## src/rtl/x86_page_table_walker_macros.svh

```systemverilog
// Assertion macros for the page table walker.
`ifndef X86_PAGE_TABLE_WALKER_MACROS_SVH
`define X86_PAGE_TABLE_WALKER_MACROS_SVH

`ifndef NO_ASSERTIONS

// Implication checked on every rising edge outside reset.
`define PTW_ASSERT(name, prop, msg) \
    name: assert property (@(posedge clk) disable iff (!rst_n) prop) else $error(msg);

// Condition that must never hold outside reset.
`define PTW_NEVER(name, cond, msg) \
    name: assert property (@(posedge clk) disable iff (!rst_n) !(cond)) else $error(msg);

`else

`define PTW_ASSERT(name, prop, msg)
`define PTW_NEVER(name, cond, msg)

`endif

`endif

```

## src/rtl/x86ptw_pkg.sv

```systemverilog
// Shared types and constants for the page table walker.
package x86ptw_pkg;

    localparam int DEF_VADDR_BITS   = 48;
    localparam int DEF_PADDR_BITS   = 52;
    localparam int PAGE_OFFSET_BITS = 12;
    localparam int FRAME_BITS       = 40;
    localparam int CFG_IDX_BITS     = 1;
    localparam int CFG_DATA_BITS    = 6;

    typedef logic [CFG_IDX_BITS-1:0] cfg_idx_t;

    localparam cfg_idx_t REG_LEVELS = 1'b0;
    localparam cfg_idx_t REG_PHYS   = 1'b1;

    localparam logic [2:0] RST_LEVELS = 3'd4;
    localparam logic [5:0] RST_PHYS   = 6'd52;
    localparam logic [5:0] MIN_PHYS   = 6'd32;

    localparam logic ACT_REQUEST = 1'b0;
    localparam logic ACT_ENTRY   = 1'b1;

    localparam logic KIND_READ = 1'b0;
    localparam logic KIND_DONE = 1'b1;

    localparam logic [1:0] ST_OK          = 2'd0;
    localparam logic [1:0] ST_NOT_PRESENT = 2'd1;
    localparam logic [1:0] ST_LARGE       = 2'd2;
    localparam logic [1:0] ST_BUSY        = 2'd3;

    localparam logic [1:0] LVL_PML4 = 2'd3;
    localparam logic [1:0] LVL_PDP  = 2'd2;
    localparam logic [1:0] LVL_PD   = 2'd1;
    localparam logic [1:0] LVL_PT   = 2'd0;

    localparam int ENTRY_PRESENT_BIT = 0;
    localparam int ENTRY_LARGE_BIT   = 7;

    typedef enum logic [1:0] {
        MODE_CLASSIC,
        MODE_PAE,
        MODE_LONG
    } mode_t;

    typedef struct packed {
        logic                  kind;
        logic                  read_wide;
        logic [FRAME_BITS-1:0] frame_number;
        logic [1:0]            status;
        logic [1:0]            fail_level;
    } res_t;

endpackage

```

## src/rtl/x86ptw_cfg.sv

```systemverilog
// Configuration registers and decoded paging mode / physical address mask.
module x86ptw_cfg #(
    parameter int PADDR_BITS = x86ptw_pkg::DEF_PADDR_BITS
) (
    input  logic                                  clk,
    input  logic                                  rst_n,
    input  logic                                  cfg_valid,
    output logic                                  cfg_ready,
    input  x86ptw_pkg::cfg_idx_t                  cfg_index,
    input  logic [x86ptw_pkg::CFG_DATA_BITS-1:0]  cfg_data,
    output x86ptw_pkg::mode_t                     mode,
    output logic [PADDR_BITS-1:0]                 addr_mask
);
    import x86ptw_pkg::*;

    logic [2:0] levels_reg;
    logic [5:0] phys_reg;
    logic [5:0] phys_eff;

    assign cfg_ready = 1'b1;

    always_ff @(posedge clk or negedge rst_n)
    begin
        if (!rst_n)
        begin
            levels_reg <= RST_LEVELS;
            phys_reg   <= RST_PHYS;
        end
        else if (cfg_valid && cfg_ready)
        begin
            unique case (cfg_index)
                REG_LEVELS: levels_reg <= cfg_data[2:0];
                REG_PHYS:   phys_reg   <= cfg_data;
                default:    ;
            endcase
        end
    end

    always_comb
    begin
        if (levels_reg <= 3'd2)
            mode = MODE_CLASSIC;
        else if (levels_reg >= 3'd4)
            mode = MODE_LONG;
        else
            mode = MODE_PAE;
    end

    // Clamp to 32..PADDR_BITS, then build a thermometer mask
    always_comb
    begin
        if (phys_reg < MIN_PHYS)
            phys_eff = MIN_PHYS;
        else if (phys_reg > 6'(PADDR_BITS))
            phys_eff = 6'(PADDR_BITS);
        else
            phys_eff = phys_reg;
        for (int i = 0; i < PADDR_BITS; i++)
            addr_mask[i] = (6'(i) < phys_eff);
    end

endmodule

```

## src/rtl/x86ptw_step.sv

```systemverilog
// Combinational walk step: request or entry in, next walk state and result out.
module x86ptw_step #(
    parameter int VADDR_BITS = x86ptw_pkg::DEF_VADDR_BITS,
    parameter int PADDR_BITS = x86ptw_pkg::DEF_PADDR_BITS
) (
    input  x86ptw_pkg::mode_t       mode,
    input  logic [PADDR_BITS-1:0]   addr_mask,
    input  logic                    item_valid,
    input  logic                    action,
    input  logic [VADDR_BITS-1:0]   virt_addr,
    input  logic [PADDR_BITS-1:0]   root_addr,
    input  logic [63:0]             entry_data,
    input  logic                    busy,
    input  logic [1:0]              level,
    input  logic [VADDR_BITS-1:0]   held_virt,
    input  logic [PADDR_BITS-1:0]   table_base,
    output logic                    busy_next,
    output logic [1:0]              level_next,
    output logic [VADDR_BITS-1:0]   held_next,
    output logic [PADDR_BITS-1:0]   base_next,
    output logic                    res_valid,
    output x86ptw_pkg::res_t        res,
    output logic [PADDR_BITS-1:0]   res_read_addr
);
    import x86ptw_pkg::*;

    localparam logic [PADDR_BITS-1:0] LOW32_FRAME = PADDR_BITS'(32'hffff_f000);
    localparam logic [PADDR_BITS-1:0] PAGE_ALIGN  = ~PADDR_BITS'(12'hfff);
    localparam logic [PADDR_BITS-1:0] PDPT_ALIGN  = ~PADDR_BITS'(5'h1f);

    logic [PADDR_BITS-1:0] frame_mask;
    logic [PADDR_BITS-1:0] e_frame;
    logic [VADDR_BITS-1:0] tgt_virt;
    logic [PADDR_BITS-1:0] tgt_base;
    logic [1:0]            tgt_level;
    logic [63:0]           v64;
    logic [9:0]            idx;
    logic [12:0]           offset;
    logic                  present;
    logic                  large_map;
    logic                  is_classic;

    assign is_classic = (mode == MODE_CLASSIC);
    assign frame_mask = is_classic ? LOW32_FRAME : (addr_mask & PAGE_ALIGN);
    assign e_frame    = entry_data[PADDR_BITS-1:0] & frame_mask;
    assign present    = entry_data[ENTRY_PRESENT_BIT];
    // PML4 and PAE PDP entries never map large pages
    assign large_map  = entry_data[ENTRY_LARGE_BIT] &&
                        (level == LVL_PD || (level == LVL_PDP && mode == MODE_LONG));

    // Target of the read that follows: a fresh walk or the next level down
    always_comb
    begin
        if (action == ACT_REQUEST)
        begin
            tgt_virt = virt_addr;
            unique case (mode)
                MODE_CLASSIC:
                begin
                    tgt_level = LVL_PD;
                    tgt_base  = root_addr & LOW32_FRAME;
                end
                MODE_PAE:
                begin
                    tgt_level = LVL_PDP;
                    tgt_base  = root_addr & addr_mask & PDPT_ALIGN;
                end
                default:
                begin
                    tgt_level = LVL_PML4;
                    tgt_base  = root_addr & frame_mask;
                end
            endcase
        end
        else
        begin
            tgt_virt  = held_virt;
            tgt_level = level - 2'd1;
            tgt_base  = e_frame;
        end
    end

    always_comb
    begin
        v64 = 64'(tgt_virt);
        if (is_classic)
        begin
            idx = (tgt_level >= LVL_PD) ? v64[31:22] : v64[21:12];
        end
        else
        begin
            case (tgt_level)
                LVL_PML4: idx = {1'b0, v64[47:39]};
                LVL_PDP:  idx = (mode == MODE_PAE) ? {8'b0, v64[31:30]}
                                                   : {1'b0, v64[38:30]};
                LVL_PD:   idx = {1'b0, v64[29:21]};
                default:  idx = {1'b0, v64[20:12]};
            endcase
        end
        offset = is_classic ? {1'b0, idx, 2'b00} : {idx, 3'b000};
    end

    always_comb
    begin
        busy_next     = busy;
        level_next    = level;
        held_next     = held_virt;
        base_next     = table_base;
        res_valid     = 1'b0;
        res           = '0;
        res_read_addr = '0;
        if (item_valid)
        begin
            if (action == ACT_REQUEST && busy)
            begin
                res_valid      = 1'b1;
                res.kind       = KIND_DONE;
                res.status     = ST_BUSY;
                res.fail_level = level;
            end
            else if (action == ACT_ENTRY && busy &&
                     (!present || large_map || level == LVL_PT))
            begin
                busy_next      = 1'b0;
                res_valid      = 1'b1;
                res.kind       = KIND_DONE;
                res.fail_level = level;
                if (!present)
                    res.status = ST_NOT_PRESENT;
                else if (large_map)
                    res.status = ST_LARGE;
                else
                begin
                    res.status       = ST_OK;
                    res.frame_number = FRAME_BITS'(e_frame >> PAGE_OFFSET_BITS);
                end
            end
            else if (action == ACT_REQUEST || busy)
            begin
                busy_next      = 1'b1;
                level_next     = tgt_level;
                held_next      = tgt_virt;
                base_next      = tgt_base;
                res_valid      = 1'b1;
                res.kind       = KIND_READ;
                res.read_wide  = !is_classic;
                res.status     = ST_OK;
                res.fail_level = tgt_level;
                res_read_addr  = tgt_base + PADDR_BITS'(offset);
            end
        end
    end

endmodule

```

## src/rtl/x86_page_table_walker.sv

```systemverilog
// Top level of the x86 page table walker: input register, walk state, result register.
//
//  channel  | handshake                | payload
//  ---------+--------------------------+----------------------------------------------
//  in       | in_valid / in_stall      | action, virt_addr, root_addr, entry_data
//  out      | out_valid / out_stall    | kind, read_addr, read_wide, frame_number,
//           |                          | status, fail_level
//  cfg      | cfg_valid / cfg_ready    | cfg_index, cfg_data
//
// One item per cycle while the result register is not stalled; an item passes the input
// register, then the result register, with the single combinational walk step between them.
// Reset clears the walk state (idle, level 0) and loads paging_levels 4, phys bits 52.
// out_stall holds the result register; the input register then stalls behind it.
// An entry that arrives while idle is consumed and gives no item.
`include "x86_page_table_walker_macros.svh"

module x86_page_table_walker #(
    parameter int VADDR_BITS = x86ptw_pkg::DEF_VADDR_BITS,
    parameter int PADDR_BITS = x86ptw_pkg::DEF_PADDR_BITS
) (
    input  logic                                  clk,
    input  logic                                  rst_n,
    input  logic                                  in_valid,
    output logic                                  in_stall,
    input  logic                                  action,
    input  logic [VADDR_BITS-1:0]                 virt_addr,
    input  logic [PADDR_BITS-1:0]                 root_addr,
    input  logic [63:0]                           entry_data,
    output logic                                  out_valid,
    input  logic                                  out_stall,
    output logic                                  kind,
    output logic [PADDR_BITS-1:0]                 read_addr,
    output logic                                  read_wide,
    output logic [x86ptw_pkg::FRAME_BITS-1:0]     frame_number,
    output logic [1:0]                            status,
    output logic [1:0]                            fail_level,
    input  logic                                  cfg_valid,
    output logic                                  cfg_ready,
    input  x86ptw_pkg::cfg_idx_t                  cfg_index,
    input  logic [x86ptw_pkg::CFG_DATA_BITS-1:0]  cfg_data
);
    import x86ptw_pkg::*;

    mode_t                 mode;
    logic [PADDR_BITS-1:0] addr_mask;

    logic                  in_valid_reg;
    logic                  action_reg;
    logic [VADDR_BITS-1:0] virt_reg;
    logic [PADDR_BITS-1:0] root_reg;
    logic [63:0]           entry_reg;

    logic                  walk_busy_reg;
    logic                  walk_busy_next;
    logic [1:0]            walk_level_reg;
    logic [1:0]            walk_level_next;
    logic [VADDR_BITS-1:0] held_virt_reg;
    logic [VADDR_BITS-1:0] held_virt_next;
    logic [PADDR_BITS-1:0] table_base_reg;
    logic [PADDR_BITS-1:0] table_base_next;

    logic                  res_valid;
    res_t                  res;
    logic [PADDR_BITS-1:0] res_read_addr;

    logic                  out_valid_reg;
    res_t                  out_res_reg;
    logic [PADDR_BITS-1:0] out_addr_reg;

    logic                  advance;
    logic                  in_accept;

    x86ptw_cfg #(
        .PADDR_BITS (PADDR_BITS)
    ) u_cfg (
        .clk       (clk),
        .rst_n     (rst_n),
        .cfg_valid (cfg_valid),
        .cfg_ready (cfg_ready),
        .cfg_index (cfg_index),
        .cfg_data  (cfg_data),
        .mode      (mode),
        .addr_mask (addr_mask)
    );

    x86ptw_step #(
        .VADDR_BITS (VADDR_BITS),
        .PADDR_BITS (PADDR_BITS)
    ) u_step (
        .mode          (mode),
        .addr_mask     (addr_mask),
        .item_valid    (in_valid_reg),
        .action        (action_reg),
        .virt_addr     (virt_reg),
        .root_addr     (root_reg),
        .entry_data    (entry_reg),
        .busy          (walk_busy_reg),
        .level         (walk_level_reg),
        .held_virt     (held_virt_reg),
        .table_base    (table_base_reg),
        .busy_next     (walk_busy_next),
        .level_next    (walk_level_next),
        .held_next     (held_virt_next),
        .base_next     (table_base_next),
        .res_valid     (res_valid),
        .res           (res),
        .res_read_addr (res_read_addr)
    );

    // Held item moves on when the result register is empty or draining
    assign advance   = in_valid_reg && (!out_valid_reg || !out_stall);
    assign in_stall  = in_valid_reg && !advance;
    assign in_accept = in_valid && !in_stall;

    always_ff @(posedge clk or negedge rst_n)
    begin
        if (!rst_n)
            in_valid_reg <= 1'b0;
        else if (in_accept)
            in_valid_reg <= 1'b1;
        else if (advance)
            in_valid_reg <= 1'b0;
    end

    always_ff @(posedge clk)
    begin
        if (in_accept)
        begin
            action_reg <= action;
            virt_reg   <= virt_addr;
            root_reg   <= root_addr;
            entry_reg  <= entry_data;
        end
    end

    always_ff @(posedge clk or negedge rst_n)
    begin
        if (!rst_n)
        begin
            walk_busy_reg  <= 1'b0;
            walk_level_reg <= LVL_PT;
            held_virt_reg  <= '0;
            table_base_reg <= '0;
        end
        else if (advance)
        begin
            walk_busy_reg  <= walk_busy_next;
            walk_level_reg <= walk_level_next;
            held_virt_reg  <= held_virt_next;
            table_base_reg <= table_base_next;
        end
    end

    always_ff @(posedge clk or negedge rst_n)
    begin
        if (!rst_n)
            out_valid_reg <= 1'b0;
        else if (advance && res_valid)
            out_valid_reg <= 1'b1;
        else if (!out_stall)
            out_valid_reg <= 1'b0;
    end

    always_ff @(posedge clk)
    begin
        if (advance && res_valid)
        begin
            out_res_reg  <= res;
            out_addr_reg <= res_read_addr;
        end
    end

    assign out_valid    = out_valid_reg;
    assign kind         = out_res_reg.kind;
    assign read_addr    = out_addr_reg;
    assign read_wide    = out_res_reg.read_wide;
    assign frame_number = out_res_reg.frame_number;
    assign status       = out_res_reg.status;
    assign fail_level   = out_res_reg.fail_level;

    `PTW_ASSERT(a_read_keeps_busy, advance && res_valid && res.kind == KIND_READ |=> walk_busy_reg, "read request issued but walker not busy")
    `PTW_ASSERT(a_busy_reply_keeps_walk, advance && res_valid && res.status == ST_BUSY |=> walk_busy_reg && walk_level_reg == $past(walk_level_reg), "busy reply disturbed the walk")
    `PTW_NEVER(a_read_item_clean, out_valid_reg && out_res_reg.kind == KIND_READ && (out_res_reg.status != ST_OK || out_res_reg.frame_number != '0), "read item carries status or frame")
    `PTW_NEVER(a_done_item_no_addr, out_valid_reg && out_res_reg.kind == KIND_DONE && (out_addr_reg != '0 || out_res_reg.read_wide), "finished item carries a read address")

endmodule

```

## config.mk

```make
export PLATFORM = sky130hd
export DESIGN_NAME = x86_page_table_walker
export DESIGN_NICKNAME = d
export VERILOG_FILES = /design/src/rtl/x86ptw_pkg.sv /design/src/rtl/x86ptw_cfg.sv /design/src/rtl/x86ptw_step.sv /design/src/rtl/x86_page_table_walker.sv
export VERILOG_INCLUDE_DIRS = /design/src /design/src/rtl
export SDC_FILE = /design/constraint.sdc
export NUM_CORES = 1
export LEC_CHECK = 0
export ABC_AREA = 0
export BUFFER_PORTS_ARGS = -buffer_cell sky130_fd_sc_hd__buf_2
export CORE_MARGIN = 1.5
export CORE_UTILIZATION = 54
export CTS_BUF_LIST = sky130_fd_sc_hd__clkbuf_2
export DETAILED_ROUTE_END_ITERATION = 7
export MAX_ROUTING_LAYER = met4
export PLACE_DENSITY = 0.84
export SLEW_MARGIN = 0
export SYNTH_ARGS = -nofsm -noshare
export SYNTH_HDL_FRONTEND = slang
export SYNTH_HIERARCHICAL = 1
export SYNTH_SLANG_ARGS = --single-unit
```

## constraint.sdc

```tcl
create_clock -name clk -period 6.7 [get_ports clk]
set_input_delay 0.67 -clock clk [delete_from_list [all_inputs] [get_ports clk]]
set_output_delay 0.67 -clock clk [all_outputs]
set_load 0.05 [all_outputs]
```

### Word level (Yosys, flattened, before mapping)

Cells that the tools add are included.

| operators by class | value |
|---|---|
| add/sub/neg operators | 2 |
| order comparisons | 57 |
| eq/ne operators | 8 |
| multiplexer cells | 32 |
| bitwise logic cells | 10 |
| reduce and logical (&&, ||, !) cells | 31 |

Operators with widths:

| kind | count |
|---|---|
| 52-bit AND | 3 |
| 6-bit < comparator (first input constant) | 20 |
| 52-bit 2-to-1 mux | 2 |
| 52-bit one-hot mux with 2 select lines | 1 |
| 5-bit by 6-bit < comparator with 1-bit output (first input constant) | 16 |
| 52-bit by 13-bit adder with 52-bit output | 1 |
| 4-bit by 6-bit < comparator with 1-bit output (first input constant) | 8 |
| 48-bit 2-to-1 mux | 1 |
| 10-bit one-hot mux with 3 select lines | 1 |
| 3-bit by 6-bit < comparator with 1-bit output (first input constant) | 4 |
| 10-bit 2-to-1 mux | 2 |
| 13-bit 2-to-1 mux | 1 |
| 1-bit by 6-bit < comparator with 1-bit output (first input constant) | 2 |
| 2-bit by 6-bit < comparator with 1-bit output (first input constant) | 2 |
| 1-bit 2-to-1 mux | 12 |
| 2-bit 2-to-1 mux | 6 |
| 6-bit 2-to-1 mux | 2 |
| 1-bit logical AND | 9 |
| 9-bit 2-to-1 mux | 1 |
| 2-bit == test (second input constant) | 4 |
| 4-bit 2-to-1 mux | 2 |
| 1-bit inverter | 7 |
| 2-bit by 1-bit == test with 1-bit output (second input constant) | 3 |
| 6-bit > comparator (second input constant) | 1 |
| 17 further kinds | 29 |

| storage, ports and cells | value |
|---|---|
| flip-flop bits (word level) | 313 |
| output and inout port bits | 101 |
| logic and storage cells | 158 |

### Longest topological paths before layout

| logic depth | value |
|---|---|
| word-level depth | 15 |
| depth in mapped cells | 23 |

### Cells and area by module

Netlist, hierarchy kept.

Modules (own cells, without submodules):

| module | times used | cells each | area each (um^2) |
|---|---|---|---|
| x86_page_table_walker | 1 | 491 | 12181.7 |
| x86ptw_step | 1 | 717 | 4648.2 |
| x86ptw_cfg | 1 | 100 | 902.1 |

### Least setup slack after synthesis

Ideal clock, no wire load.

| path | value |
|---|---|
| path type | register to register |
| start | register action_reg |
| end | register out_res_reg (netlist bit fail_level[0]), enable pin |
| arrival time | 6718 ps |
| setup slack | -605 ps |
| cell stages (with the launch flop) | 12 |
| path buffers | 8 |
| clock period less this slack | 7305 ps |
| path through | edfxtp_1 > buf_6 > buf_12 > buf_8 > buf_4 > buf_4 > clkbuf_1 > buf_2 > buf_2 > a21boi_0 > nand2_1 > a21oi_1 |

| on the way | value |
|---|---|
| word-level cells in the longest chain between the ends | 7 |

Ends and longest elaborated chain:

| element | line | text |
|---|---|---|
| start: declaration | x86_page_table_walker.sv:48 | `logic action_reg;` |
| start signal: assignment | x86_page_table_walker.sv:129 | `action_reg <= action;` |
| 1-bit inverter (no source line) | - |  |
| 1-bit logical OR | x86ptw_step.sv:138 | `else if (action == ACT_REQUEST \|\| busy)` |
| 1-bit 2-to-1 mux | x86ptw_step.sv:138 |  |
| 1-bit 2-to-1 mux | x86ptw_step.sv:121 | `else if (action == ACT_ENTRY && busy &&` |
| 1-bit 2-to-1 mux (*) | x86ptw_step.sv:114 | `if (action == ACT_REQUEST && busy)` |
| 1-bit 2-to-1 mux (*) | x86ptw_step.sv:112 | `if (item_valid)` |
| named net res_valid | x86_page_table_walker.sv:62 | `logic res_valid;` |
| 1-bit logical AND (*) | x86_page_table_walker.sv:166 | `if (advance && res_valid)` |
| end signal: assignment | x86_page_table_walker.sv:168 | `out_res_reg <= res;` |
| end: declaration | x86_page_table_walker.sv:67 | `res_t out_res_reg;` |

Mark *: on every way through the listed nets, which the timed path passes. The rest lies on a longest branch.
A chain may end at the register's enable or synchronous reset.

### Worst setup path in the final report

| path | value |
|---|---|
| start | register walk_level_reg[0] |
| end | register out_addr_reg[51], in the netlist read_addr[51], data pin |

| on the way | value |
|---|---|
| word-level cells in the longest chain between the ends | 8 |

Ends and longest elaborated chain:

| element | line | text |
|---|---|---|
| start: declaration | x86_page_table_walker.sv:55 | `logic [1:0] walk_level_reg;` |
| start signal: assignment | x86_page_table_walker.sv:148 | `walk_level_reg <= walk_level_next;` |
| branches (longest 8 deep; another with 52-bit by 13-bit adder with 52-bit output) | - |  |
| end signal: assignment | x86_page_table_walker.sv:169 | `out_addr_reg <= res_read_addr;` |
| end: declaration | x86_page_table_walker.sv:68 | `logic [PADDR_BITS-1:0] out_addr_reg;` |

Parallel ways; which one is timed is not known.

==> summary.md <==
| Metric | Value |
|---|---|
| Worst VDD drop | 0.197 mV |
| Die Y | 160 um |
| Worst Reg2Reg Path Length in Cells | 17 |
| Endpoints failing setup | 0 |
| Count of input and output buffers | 237 |
| Antenna violations before repair | 1 |
| Clock Sinks | 274 |
| Final hold vios | 0 |
| WL final | 35500 um |
| Post-route cell area | 0.0165 mm^2 |
| Post-layout util | 68.0% |
| Setup Buffers After CTS | 0 |
| Hold Crit Class | input port to flop |
| Largest net degree at the start of global routing | 75 |
| Avg Cell Area, Syn | 13.1 um^2 |
| R2R Path Start | walk_level_reg[0] |
| CTS HTree Levels | 3 |
| Root buf cell | clkbuf_2 |
| IO Pins | 278 |
| Inst Count DP | 1533 |
| Vias in the first global route | 10440 |
| Slew Viols, Final | 0 |
| P&R area growth vs syn | 23.7% |
| Place WS | 1.15 ns |
| RD Place Congestion | 0.881 |
| GRT Util Overall | 28.6% |
| Mapped cell area | 0.0134 mm^2 |
| Nets | 1597 |
| Period minus WS final | 5.76 ns |
| Number of cell rows | 57 |
| CP top delay family | compound AO/OA/AOI/OAI gates |
| Slew HR | 33.0% |
| First drt pass iteration count | 5 |
| CTS tree | yes |
| Reg2reg setup slack | 0.94 ns |
| Setup CP Type | flop to flop |
| Initial core utilization | 55.0% |
| Worst path depth | 17 |
| Synth warn | 6 |
| DPL Wire Length | 21500 um |
| Worst Setup Slack, final | 0.937 ns |
| Crit path buf inv count | 2 |
| Final std cells w/o fill | 1793 |
| Die X | 160 um |
| Fillcell total | 1686 |
| Setup TNS | 0 ns |
| CP Launch Type | flop |
| Placement Cell Area | 0.0146 mm^2 |
| CTS max path bufs | 3 |
| Max stage delay on crit path | 0.85 ns |
| Wire per inst | 19.8 um |
| LEAKAGE | 6.99 nW |
| Crit path capture | read_addr[51] |
| Die ar. | 0.0257 mm^2 |
| Run status | finished, final reports clean |
| RR Endpoint | read_addr[51] |
| Hold path startpoint | cfg_data[2] |
| Via density per instance | 5.58 |
| # DRC | 0 |
| DRC marker count from the first detailed-route iteration | 913 |
| Max reg flops | 52 |
| DR vias | 10004 |
| Worst skew pair latency | 0.84 ns |
| Tot Pwr | 5.11 mW |
| Grt total ovfl | 0 |
| Fmax | 174 MHz |
| Crit path max fanout | 13 |
| Crit-path cells | inv_1 > ha_1 > a21oi_1 > nor2_1 > a211oi_1 > o22ai_1 > o21ai_0 > ha_1 > inv_1 > fa_1 > nor2b_1 > o31ai_1 > a211oi_2 > and4_1 > nand4b_1 > or3_1 > a21oi_1 |
| Mapped Cells | 1017 |
| Worst Hold Depth | 2 |
| Clock-pin slew on the worst setup and hold paths | 0.10 ns |
| RSZ-0062 raised after global routing | false |
| Worst slew pin tran | 1.01 ns |
| Hold slack | 0.0831 ns |
| Critical Path RT | 7.32 ns |
| CP Capture Type | flop |
| Global-route wire length before repair | 55300 um |
| Max-cap violations | 0 |
| Final Skew | 0.0843 ns |
| Critical Path Slowest Stage Cell | a21oi_1 |
| Final Cycle Share | 86.0% |
| TritonCTS Buffers | 73 |
| Ratio of cells with drive above 1 in the final layout | 35.2% |
| Antenna Nets Post-Route | 0 |
| Core Region | 0.0243 mm^2 |
| Critical path origin | walk_level_reg[0] |
| WP data arrival | 6.39 ns |
| Pwr/cell area | 309 mW/mm^2 |
[worst min-delay path by stage]
| stage | to | slack (ns) |
|---|---|---|
| global route | entry_reg[39] | 0.0004 |
| CTS | entry_reg[39] | 0.007 |
| finish | u_cfg/phys_reg[2] | 0.08 |
| detailed placement | u_cfg/levels_reg[1] | 0.51 |
| global placement | u_cfg/levels_reg[1] | 0.49 |
| floorplan | held_virt_reg[12] | 0.37 |
[cell type report]
type,count,area (um^2),share of cell area [%]
sequential,274,7980,48.2
multi-input combinational,667,4880,29.5
timing repair buffer,375,2530,15.3
clock buffer,117,586,3.54
tap,324,405,2.45
clock inverter,18,101,0.613
inverter,16,60.1,0.363
antenna,2,5.00,0.0302
[placed cells by master, fill, tap and decap left out, types with 35 or more instances in the layout]
| cell type | n |
|---|---|
| buf_2 | 237 |
| edfxtp_1 | 224 |
| dlygate4sd3_1 | 123 |
| clkbuf_2 | 117 |
| nor2_1 | 87 |
| mux2_2 | 67 |
| o21ai_0 | 56 |
| nand2_1 | 46 |
| dfrtp_1 | 46 |
| mux2_4 | 44 |
| a21oi_1 | 35 |
[worst register-to-register path: stages (launching register included)]
cell,delay [ns]
dfrtp_1,0.53
inv_1,0.19
ha_1,0.49
a21oi_1,0.85
nor2_1,0.09
a211oi_1,0.25
o22ai_1,0.13
o21ai_0,0.25
ha_1,0.22
inv_1,0.05
fa_1,0.38
nor2b_1,0.28
o31ai_1,0.13
a211oi_2,0.43
and4_1,0.47
nand4b_1,0.26
or3_1,0.44
a21oi_1,0.15
[metal layers]
| layer | GRT usage, % | part of all wire [%] |
|---|---|---|
| met1 | 32.5 | 38 |
| met2 | 48.8 | 51 |
| met4 | 14.6 | 4.5 |
| met5 | - | 0 |
| met3 | 5.11 | 6.5 |
[power breakdown]
part / total [mW] / internal, mW / leakage (nW) / switching (mW)
Clock: 1.22 / 0.499 / 0.543 / 0.718
Combinational: 1.56 / 0.650 / 3.68 / 0.911
Sequential: 2.33 / 2.14 / 2.76 / 0.194
Total: 5.11 / 3.29 / 6.99 / 1.82
[timing repair]
| item | CTS | global route |
|---|---|---|
| resized for setup | 0 | 0 |
| hold buffers | 123 | 0 |
| setup endpoints to repair | 0 | 0 |
| hold endpoints to repair | 168 | 0 |
Note: power is estimated with default switching activity, not from simulation.
